[src/rtl/pal_pkg.sv]
// shared types and constants for the positional array list
// no dependencies; imported by every module of the block but pal_ram

package pal_pkg;

   // field widths of the item and the result
   localparam int CMD_W   = 3;
   localparam int POS_W   = 8;
   localparam int VALUE_W = 32;
   localparam int RDV_W   = 32;
   localparam int STAT_W  = 2;
   localparam int COUNT_W = 7;
   localparam int REQ_DATA_W = 48;
   localparam int RSP_DATA_W = 48;

   // command codes
   localparam logic [CMD_W-1:0] CMD_INSERT  = 3'd0;
   localparam logic [CMD_W-1:0] CMD_REMOVE  = 3'd1;
   localparam logic [CMD_W-1:0] CMD_GET     = 3'd2;
   localparam logic [CMD_W-1:0] CMD_REPLACE = 3'd3;
   localparam logic [CMD_W-1:0] CMD_CLEAR   = 3'd4;

   // status codes
   localparam logic [STAT_W-1:0] ST_OK     = 2'd0;
   localparam logic [STAT_W-1:0] ST_BADPOS = 2'd1;
   localparam logic [STAT_W-1:0] ST_FULL   = 2'd2;

   localparam logic [POS_W-1:0] POS_APPEND = 8'hFF;

   typedef enum logic [1:0] {
      S_IDLE,
      S_SHIFT,
      S_FIN,
      S_DONE
   } state_type;

   typedef struct packed {
      logic [RDV_W-1:0]   read_value;
      logic [STAT_W-1:0]  status;
      logic [COUNT_W-1:0] entry_count;
      logic               is_empty;
      logic               is_full;
   } rsp_type;

endpackage

[src/rtl/pal_ram.sv]
// entry store of the positional array list: one write port, one read port
// read data registered; depends on nothing else

module pal_ram #(
   parameter int DEPTH = 64,
   parameter int WIDTH = 32,
   localparam int AW = $clog2(DEPTH)
) (
   input  logic             clock,
   input  logic             wr_en,
   input  logic [AW-1:0]    wr_addr,
   input  logic [WIDTH-1:0] wr_data,
   input  logic             rd_en,
   input  logic [AW-1:0]    rd_addr,
   output logic [WIDTH-1:0] rd_data
);

   logic [WIDTH-1:0] mem [DEPTH];
   logic [WIDTH-1:0] rd_data_ff;

   always_ff @(posedge clock) begin
      if (wr_en) begin
         mem[wr_addr] <= wr_data;
      end
   end

   always_ff @(posedge clock) begin
      if (rd_en) begin
         rd_data_ff <= mem[rd_addr];
      end
   end

   assign rd_data = rd_data_ff;

endmodule

[src/rtl/pal_ctrl.sv]
// command sequencer of the positional array list: position checks, fill count
// and the shared index unit that walks the store; uses pal_pkg

module pal_ctrl #(
   parameter int CAPACITY = 64,
   parameter int ENTRY_WIDTH = 32,
   localparam int AW = $clog2(CAPACITY)
) (
   input  logic                         clock,
   input  logic                         reset,
   input  logic                         start,
   input  logic [pal_pkg::CMD_W-1:0]    cmd,
   input  logic [pal_pkg::POS_W-1:0]    pos,
   input  logic [pal_pkg::VALUE_W-1:0]  value,
   output logic                         idle,
   output logic                         done_valid,
   input  logic                         done_take,
   output pal_pkg::rsp_type             result,
   output logic                         ram_rd_en,
   output logic [AW-1:0]                ram_rd_addr,
   input  logic [ENTRY_WIDTH-1:0]       ram_rd_data,
   output logic                         ram_wr_en,
   output logic [AW-1:0]                ram_wr_addr,
   output logic [ENTRY_WIDTH-1:0]       ram_wr_data
);

   import pal_pkg::*;

   localparam int CW = $clog2(CAPACITY + 1);
   localparam int PW = (CW > 7) ? CW : 7;

   state_type state_ff, state_in;

   logic [CW-1:0]          fill_ff, fill_in;
   logic [CMD_W-1:0]       cmd_ff, cmd_in;
   logic [AW-1:0]          pos_ff, pos_in;
   logic [ENTRY_WIDTH-1:0] val_ff, val_in;
   logic [AW-1:0]          rd_idx_ff, rd_idx_in;
   logic [AW-1:0]          end_ff, end_in;
   logic                   rd_more_ff, rd_more_in;
   logic                   first_ff, first_in;
   logic                   wr_pend_ff, wr_pend_in;
   logic [AW-1:0]          wr_addr_ff, wr_addr_in;
   logic                   cap_pend_ff, cap_pend_in;
   logic [ENTRY_WIDTH-1:0] rdv_ff, rdv_in;
   logic [STAT_W-1:0]      status_ff, status_in;

   // position checks
   logic          pos_neg, pos_app, ins_ok, idx_ok, list_full, go_down;
   logic [PW-1:0] pos_mag, fill_w, ins_tgt;
   logic [CW-1:0] fill_m1;
   logic [63:0]   value_w, rdv_w;
   logic [CW+6:0] count_w;

   assign pos_neg   = pos[POS_W-1];
   assign pos_app   = (pos == POS_APPEND);
   assign pos_mag   = PW'(pos[POS_W-2:0]);
   assign fill_w    = PW'(fill_ff);
   assign fill_m1   = fill_ff - CW'(1);
   assign ins_tgt   = pos_app ? fill_w : pos_mag;
   assign ins_ok    = pos_app || (!pos_neg && (pos_mag <= fill_w));
   assign idx_ok    = !pos_neg && (pos_mag < fill_w);
   assign list_full = (fill_ff == CW'(CAPACITY));
   assign value_w   = {32'b0, value};
   assign go_down   = (cmd_ff == CMD_INSERT);

   // next state
   always_comb begin
      state_in = state_ff;
      unique case (state_ff)
         S_IDLE: begin
            if (start) begin
               state_in = S_DONE;
               case (cmd) inside
                  CMD_INSERT: begin
                     if (ins_ok && !list_full) begin
                        state_in = (ins_tgt < fill_w) ? S_SHIFT : S_FIN;
                     end
                  end
                  CMD_REMOVE, CMD_GET: begin
                     if (idx_ok) state_in = S_SHIFT;
                  end
                  CMD_REPLACE: begin
                     if (idx_ok) state_in = S_FIN;
                  end
                  default: state_in = S_DONE;
               endcase
            end
         end
         S_SHIFT: begin
            if (!rd_more_ff && !wr_pend_ff && !cap_pend_ff) state_in = S_FIN;
         end
         S_FIN: state_in = S_DONE;
         S_DONE: begin
            if (done_take) state_in = S_IDLE;
         end
         default: state_in = S_IDLE;
      endcase
   end

   // datapath and memory controls
   always_comb begin
      fill_in     = fill_ff;
      cmd_in      = cmd_ff;
      pos_in      = pos_ff;
      val_in      = val_ff;
      rd_idx_in   = rd_idx_ff;
      end_in      = end_ff;
      rd_more_in  = rd_more_ff;
      first_in    = first_ff;
      wr_pend_in  = wr_pend_ff;
      wr_addr_in  = wr_addr_ff;
      cap_pend_in = cap_pend_ff;
      rdv_in      = rdv_ff;
      status_in   = status_ff;
      ram_rd_en   = 1'b0;
      ram_rd_addr = rd_idx_ff;
      ram_wr_en   = 1'b0;
      ram_wr_addr = wr_addr_ff;
      ram_wr_data = ram_rd_data;
      unique case (state_ff)
         S_IDLE: begin
            if (start) begin
               cmd_in      = cmd;
               val_in      = value_w[ENTRY_WIDTH-1:0];
               rdv_in      = '0;
               status_in   = ST_OK;
               first_in    = 1'b1;
               wr_pend_in  = 1'b0;
               cap_pend_in = 1'b0;
               rd_more_in  = 1'b0;
               pos_in      = pos_mag[AW-1:0];
               rd_idx_in   = pos_mag[AW-1:0];
               end_in      = fill_m1[AW-1:0];
               case (cmd)
                  CMD_INSERT: begin
                     pos_in = ins_tgt[AW-1:0];
                     if (!ins_ok) begin
                        status_in = ST_BADPOS;
                     end else if (list_full) begin
                        status_in = ST_FULL;
                     end else begin
                        // walk down from the last entry to the target
                        rd_idx_in  = fill_m1[AW-1:0];
                        end_in     = ins_tgt[AW-1:0];
                        rd_more_in = (ins_tgt < fill_w);
                     end
                  end
                  CMD_REMOVE: begin
                     if (!idx_ok) status_in = ST_BADPOS;
                     else rd_more_in = 1'b1;
                  end
                  CMD_GET: begin
                     end_in = pos_mag[AW-1:0];
                     if (!idx_ok) status_in = ST_BADPOS;
                     else rd_more_in = 1'b1;
                  end
                  CMD_REPLACE: begin
                     if (!idx_ok) status_in = ST_BADPOS;
                  end
                  CMD_CLEAR: fill_in = '0;
                  default: status_in = ST_OK;
               endcase
            end
         end
         S_SHIFT: begin
            ram_rd_en   = rd_more_ff;
            ram_wr_en   = wr_pend_ff;
            // read data lands in the next cycle and goes one slot up or down
            wr_pend_in  = rd_more_ff && (go_down || !first_ff);
            wr_addr_in  = go_down ? rd_idx_ff + AW'(1) : rd_idx_ff - AW'(1);
            cap_pend_in = rd_more_ff && first_ff && !go_down;
            first_in    = 1'b0;
            rd_more_in  = rd_more_ff && (rd_idx_ff != end_ff);
            rd_idx_in   = go_down ? rd_idx_ff - AW'(1) : rd_idx_ff + AW'(1);
            if (cap_pend_ff) rdv_in = ram_rd_data;
         end
         S_FIN: begin
            ram_wr_addr = pos_ff;
            ram_wr_data = val_ff;
            if (cmd_ff == CMD_INSERT || cmd_ff == CMD_REPLACE) ram_wr_en = 1'b1;
            if (cmd_ff == CMD_INSERT) fill_in = fill_ff + CW'(1);
            if (cmd_ff == CMD_REMOVE) fill_in = fill_ff - CW'(1);
         end
         default: begin
            ram_rd_en = 1'b0;
         end
      endcase
   end

   always_ff @(posedge clock) begin
      if (reset) begin
         state_ff    <= S_IDLE;
         fill_ff     <= '0;
         rd_more_ff  <= 1'b0;
         wr_pend_ff  <= 1'b0;
         cap_pend_ff <= 1'b0;
         first_ff    <= 1'b0;
      end else begin
         state_ff    <= state_in;
         fill_ff     <= fill_in;
         rd_more_ff  <= rd_more_in;
         wr_pend_ff  <= wr_pend_in;
         cap_pend_ff <= cap_pend_in;
         first_ff    <= first_in;
      end
   end

   always_ff @(posedge clock) begin
      cmd_ff     <= cmd_in;
      pos_ff     <= pos_in;
      val_ff     <= val_in;
      rd_idx_ff  <= rd_idx_in;
      end_ff     <= end_in;
      wr_addr_ff <= wr_addr_in;
      rdv_ff     <= rdv_in;
      status_ff  <= status_in;
   end

   assign rdv_w   = 64'(rdv_ff);
   assign count_w = {7'b0, fill_ff};

   assign idle       = (state_ff == S_IDLE);
   assign done_valid = (state_ff == S_DONE);

   always_comb begin
      result.read_value  = rdv_w[RDV_W-1:0];
      result.status      = status_ff;
      result.entry_count = count_w[COUNT_W-1:0];
      result.is_empty    = (fill_ff == '0);
      result.is_full     = list_full;
   end

endmodule

[src/rtl/positional_array_list.sv]
// positional array list: clear, unknown commands, bad positions and full inserts go straight to
// the result, insert at the end and replace first write the entry, a shifting insert or remove
// first walks the store, and get first reads its entry; one item at a time, so the next item is
// taken only once the last result has moved to the output register; the walk moves one entry
// per cycle through the store; synchronous active-high reset empties the list

module positional_array_list #(
   parameter int CAPACITY = 64,
   parameter int ENTRY_WIDTH = 32
) (
   input  logic                             clock,
   input  logic                             reset,
   input  logic                             req_tvalid,
   output logic                             req_tready,
   // command [2:0], position [10:3], value [42:11], zero fill above
   input  logic [pal_pkg::REQ_DATA_W-1:0]   req_tdata,
   output logic                             rsp_tvalid,
   input  logic                             rsp_tready,
   // read_value [31:0], status [33:32], entry_count [40:34],
   // is_empty [41], is_full [42], zero fill above
   output logic [pal_pkg::RSP_DATA_W-1:0]   rsp_tdata
);

   import pal_pkg::*;

   localparam int AW = $clog2(CAPACITY);

   logic                   idle, start, done_valid, done_take;
   rsp_type                result;
   logic                   ram_rd_en, ram_wr_en;
   logic [AW-1:0]          ram_rd_addr, ram_wr_addr;
   logic [ENTRY_WIDTH-1:0] ram_rd_data, ram_wr_data;

   logic                   rsp_valid_ff, rsp_valid_in;
   rsp_type                rsp_data_ff, rsp_data_in;

   // an item is taken only while the sequencer waits for work
   assign req_tready = idle;
   assign start      = req_tvalid && idle;

   pal_ctrl #(
      .CAPACITY    (CAPACITY),
      .ENTRY_WIDTH (ENTRY_WIDTH)
   ) u_ctrl (
      .clock       (clock),
      .reset       (reset),
      .start       (start),
      .cmd         (req_tdata[2:0]),
      .pos         (req_tdata[10:3]),
      .value       (req_tdata[42:11]),
      .idle        (idle),
      .done_valid  (done_valid),
      .done_take   (done_take),
      .result      (result),
      .ram_rd_en   (ram_rd_en),
      .ram_rd_addr (ram_rd_addr),
      .ram_rd_data (ram_rd_data),
      .ram_wr_en   (ram_wr_en),
      .ram_wr_addr (ram_wr_addr),
      .ram_wr_data (ram_wr_data)
   );

   pal_ram #(
      .DEPTH (CAPACITY),
      .WIDTH (ENTRY_WIDTH)
   ) u_ram (
      .clock   (clock),
      .wr_en   (ram_wr_en),
      .wr_addr (ram_wr_addr),
      .wr_data (ram_wr_data),
      .rd_en   (ram_rd_en),
      .rd_addr (ram_rd_addr),
      .rd_data (ram_rd_data)
   );

   // output register: loads when empty or being drained in the same cycle
   assign done_take = done_valid && (!rsp_valid_ff || rsp_tready);

   always_comb begin
      rsp_valid_in = rsp_valid_ff;
      rsp_data_in  = rsp_data_ff;
      if (rsp_valid_ff && rsp_tready) rsp_valid_in = 1'b0;
      if (done_take) begin
         rsp_valid_in = 1'b1;
         rsp_data_in  = result;
      end
   end

   always_ff @(posedge clock) begin
      if (reset) begin
         rsp_valid_ff <= 1'b0;
      end else begin
         rsp_valid_ff <= rsp_valid_in;
      end
   end

   always_ff @(posedge clock) begin
      rsp_data_ff <= rsp_data_in;
   end

   assign rsp_tvalid = rsp_valid_ff;
   assign rsp_tdata  = {5'b0, rsp_data_ff.is_full, rsp_data_ff.is_empty,
                        rsp_data_ff.entry_count, rsp_data_ff.status,
                        rsp_data_ff.read_value};

endmodule

[config.mk]
export PLATFORM = sky130hd
export DESIGN_NAME = positional_array_list
export DESIGN_NICKNAME = d
export VERILOG_FILES = /design/src/rtl/pal_pkg.sv /design/src/rtl/pal_ram.sv /design/src/rtl/pal_ctrl.sv /design/src/rtl/positional_array_list.sv
export SDC_FILE = /design/constraint.sdc
export NUM_CORES = 2
export LEC_CHECK = 0
export BUFFER_PORTS_ARGS = -buffer_cell sky130_fd_sc_hd__buf_2
export CAP_MARGIN = 15
export CORE_UTILIZATION = 35
export CTS_BUF_LIST = sky130_fd_sc_hd__clkbuf_16
export DETAILED_ROUTE_END_ITERATION = 8
export PLACE_DENSITY_LB_ADDON = 0.05
export SLEW_MARGIN = 20
export SYNTH_ARGS = -nofsm -noshare
export SYNTH_HDL_FRONTEND = slang
export SYNTH_SLANG_ARGS = --single-unit
[constraint.sdc]
create_clock -name clock -period 3.9 [get_ports clock]
set_input_delay 0.975 -clock clock [delete_from_list [all_inputs] [get_ports clock]]
set_output_delay 0.975 -clock clock [all_outputs]
set_load 0.01 [all_outputs]
==> results.md <==
* Startpoint types: flop
* Fin. Hold Viols at 0
* Peak Freq at around 270 MHz
* Die Height at about 500 µm
* Clock sinks at ~2.2k
* DR vias at ~43k
* Port Buffer Count at slightly above 90
* Crit. End Element: flop
* Hold_ws at 256 ps
* M1 GR Usage at 30.4%
* Worst ir drop on vdd at between 0.5 and 0.6 mV
* Crit path time final at ~3700 ps
* Worst rel slew slack at about a quarter
* CTS buffer count at 237
* CTS Buffer Depth at 3
* Cell Pwr Density at 695 nW/µm²
* CTS root buffer: clkbuf_16
* Worst hold path type: in2reg
* Commonest non-fill, non-tap cell in the layout: edfxtp_1
* M3 GR Usage at 3.71%
* Area after DPL at 93,500 µm²
* Mean area per synthesized cell at about 21 µm²
* Most Used Layer, Global Route: met2
* Clock latency on the worst-skew pair at 910 ps
* DRT Wirelength at ~260 mm
* Reg2reg path depth at 9
* Clk pwr share at a little under a third
* Via-to-Cell Ratio at 5.42
* Vias in the first global route at around 44k
* GRT Resource Usage Total at about a fifth
* Die Wd at between 400 and 500 µm
* Residual DRC count at 0
* Async set-reset flop share out of synthesis at 0%
* Final #Nets at roughly 4.6k
* Top_reg_cell synth: edfxtp_1
* IO Pins at about 100
* GR met2 Demand/Resource at between 30% and 40%
* Critical path type: reg2reg
* First-pass GRT wire length at 359 mm
* Antenna violations before repair at 17
* DP Cell Count at approximately 7.4k
* Hold path cells at 1
* YS warnings at 0
* Final instance area at slightly above 100,000 µm²
* Period utilization at between 90% and 100%
* Drt wl/cell at roughly 33 µm
* Part of the power in registers at around 42%
* Core Area at approximately 240,000 µm²
* Sw Ratio at 31.5%
* Skew final at between 40 and 50 ps
* Setup WS pre-CTS at roughly 350 ps
* Initial Util at 35.3%
* Total net switching power at between 20 and 25 mW
* RePlAce Congestion at about 0.8
* Post-Syn Instances at roughly 4.0k
* Register area share after synthesis at between 70 and 80%
* Total negative setup slack at 0 ps
* Worst EP arrival at between 4000 and 5000 ps
* P&R area growth vs syn at 17.2%
* H-tree levels at 4
* First-pass DRT Iterations at 6
* Post-CTS Setup Bufs at 0
* CTS clk-pin slew, worst paths at 60 ps
* Overflow after GRT at 0
* Die area at 248,000 µm²
* Slew Limit Fails at 0
* Worst Path Max Fanout at 17
* Hold Buf Count CTS at 0
* Starting DRT DRC Count at 4,152
* WP data required at 4540 ps
* Synth cell types at between 70 and 80
* CTS tree: yes
* Post-CTS sizing at 0
* #FFs+latches synth at about 2.2k
* Tightest Pin Transition at ~1100 ps
* Total power at between 70 and 80 mW
* Dpl hpwl at approximately 160 mm
* Comb pwr share at approximately 28%
* RSZ-0062 raised after global routing: false
* Fin cells at around 7.9k
* Post-synth EDFFs at roughly 2.2k
* Fill count at about 21k
* MaxCap Viol Count at 0
* Final antenna-violating net count at 0
* Setup violators final at 0
* Status: complete, no violations
* Mapped Area at 86,100 µm²
* Layout Utilization at ~41%
* Layout cells sized above 1 at ~28%
* Commonest non-fill, non-tap cells in the layout: edfxtp_1 (2,216), mux4_2 (419), mux2i_1 (260)
* Internal power at around 48 mW
* Leakage at around 33 nW
* Num rows at 181
* Largest net degree at the start of global routing at between 60 and 70
* Post-route setup slack at between 200 and 250 ps
-- power by group through the flow --
stage / clock network [mW] / logic, mW / registers (mW)
4_1_cts: 22.2 / 19.7 / 29.1
5_1_grt: 23.1 / 20.5 / 29.1
3_3_place_gp: 0 / 19.5 / 29.6
6_report: 21.7 / 19.4 / 29.1
3_5_place_dp: 0 / 19.6 / 29.6
2_1_floorplan: 0 / 10.8 / 29.5
-- final cells by class --
class                      count  area, µm²  area share (%)
sequential                  2230      66800            66.2
multi-input combinational   1566      18500            18.3
clock buffer                 237       5930            5.87
timing repair buffer         420       4090            4.05
tap                         3202       4010            3.97
clock inverter               209       1550            1.53
inverter                      24       90.1          0.0892
antenna                        3       7.51         0.00744
-- path summary, 6_finish.rpt --
kind	startpoint	to	slack, ps
min reg2reg	u_ctrl.status_ff[0]	rsp_tdata[32]	410
max reg2reg	u_ctrl.ram_rd_addr[0]	u_ram.rd_data[21]	240
max	u_ctrl.ram_rd_addr[0]	u_ram.rd_data[21]	240
min	req_tdata[11]	u_ctrl.val_ff[0]	260
-- critical path: stages, from the launching register on --
cell,delay (ps)
edfxtp_1,370
buf_12,240
buf_4,430
mux4_2,600
mux2i_1,290
nor2_1,70
a2111oi_0,880
buf_4,230
nor4_1,50
buf_4,170
-- Yosys cell counts (14+ instances only) --
| cell | n | area share [%] |
|---|---|---|
| edfxtp_1 | 2216 | 77 |
| mux4_2 | 419 | 11 |
| mux2i_1 | 260 | 3.0 |
| nor2_1 | 139 | 0.61 |
| clkbuf_1 | 86 | 0.37 |
| o22ai_1 | 76 | 0.55 |
| nand2_1 | 74 | 0.32 |
| o221ai_1 | 56 | 0.57 |
| a22oi_1 | 53 | 0.46 |
| mux2_2 | 46 | 0.60 |
| a21oi_1 | 42 | 0.24 |
| and2_1 | 40 | 0.29 |
| buf_2 | 40 | 0.23 |
| o21ai_0 | 40 | 0.23 |
| buf_6 | 37 | 0.48 |
| buf_4 | 32 | 0.28 |
| a211o_1 | 28 | 0.28 |
| a211oi_1 | 28 | 0.24 |
| buf_1 | 25 | 0.11 |
| a22o_1 | 24 | 0.24 |
| inv_1 | 23 | 0.10 |
| ha_1 | 22 | 0.32 |
| o21ai_1 | 16 | 0.093 |
| a221oi_1 | 14 | 0.14 |
| dfxtp_1 | 14 | 0.33 |
-- flip-flops by register name, summed over array words and instances, names as in the netlist, 7 cells and up --
signal	flops
u_ram.mem	2048
u_ctrl.rdv_ff	32
u_ram.rd_data	32
rsp_tdata	43
u_ctrl.val_ff	32
u_ctrl.fill_ff	7
-- per-layer routing --
metal / vias to the layer above / part of all wire (%) / routed length [µm]
li1: 17900 / - / -
met1: 23400 / 47 / 120000
met2: 1189 / 46 / 119000
met3: 293 / 5.3 / 13800
met4: 2 / 1.8 / 4550
met5: - / 0.0050 / 13
-- cells by family (layout without fill, tap and decap cells) --
group | Yosys count | in the layout | share of synthesized area [%]
flip-flops | 2230 | 2230 | 77.6
XOR/XNOR | 21 | 21 | 0.214
multiplexers | 725 | 725 | 14.6
adder cells (fa/ha/maj) | 22 | 22 | 0.320
buffers and inverters | 246 | 890 | 1.62
AND/OR/NAND/NOR | 344 | 344 | 1.90
other | 1 | 8 | 0.00435
AO/OA/AOI/OAI | 449 | 449 | 3.77
No activity file was read; power rests on OpenSTA's default activity.
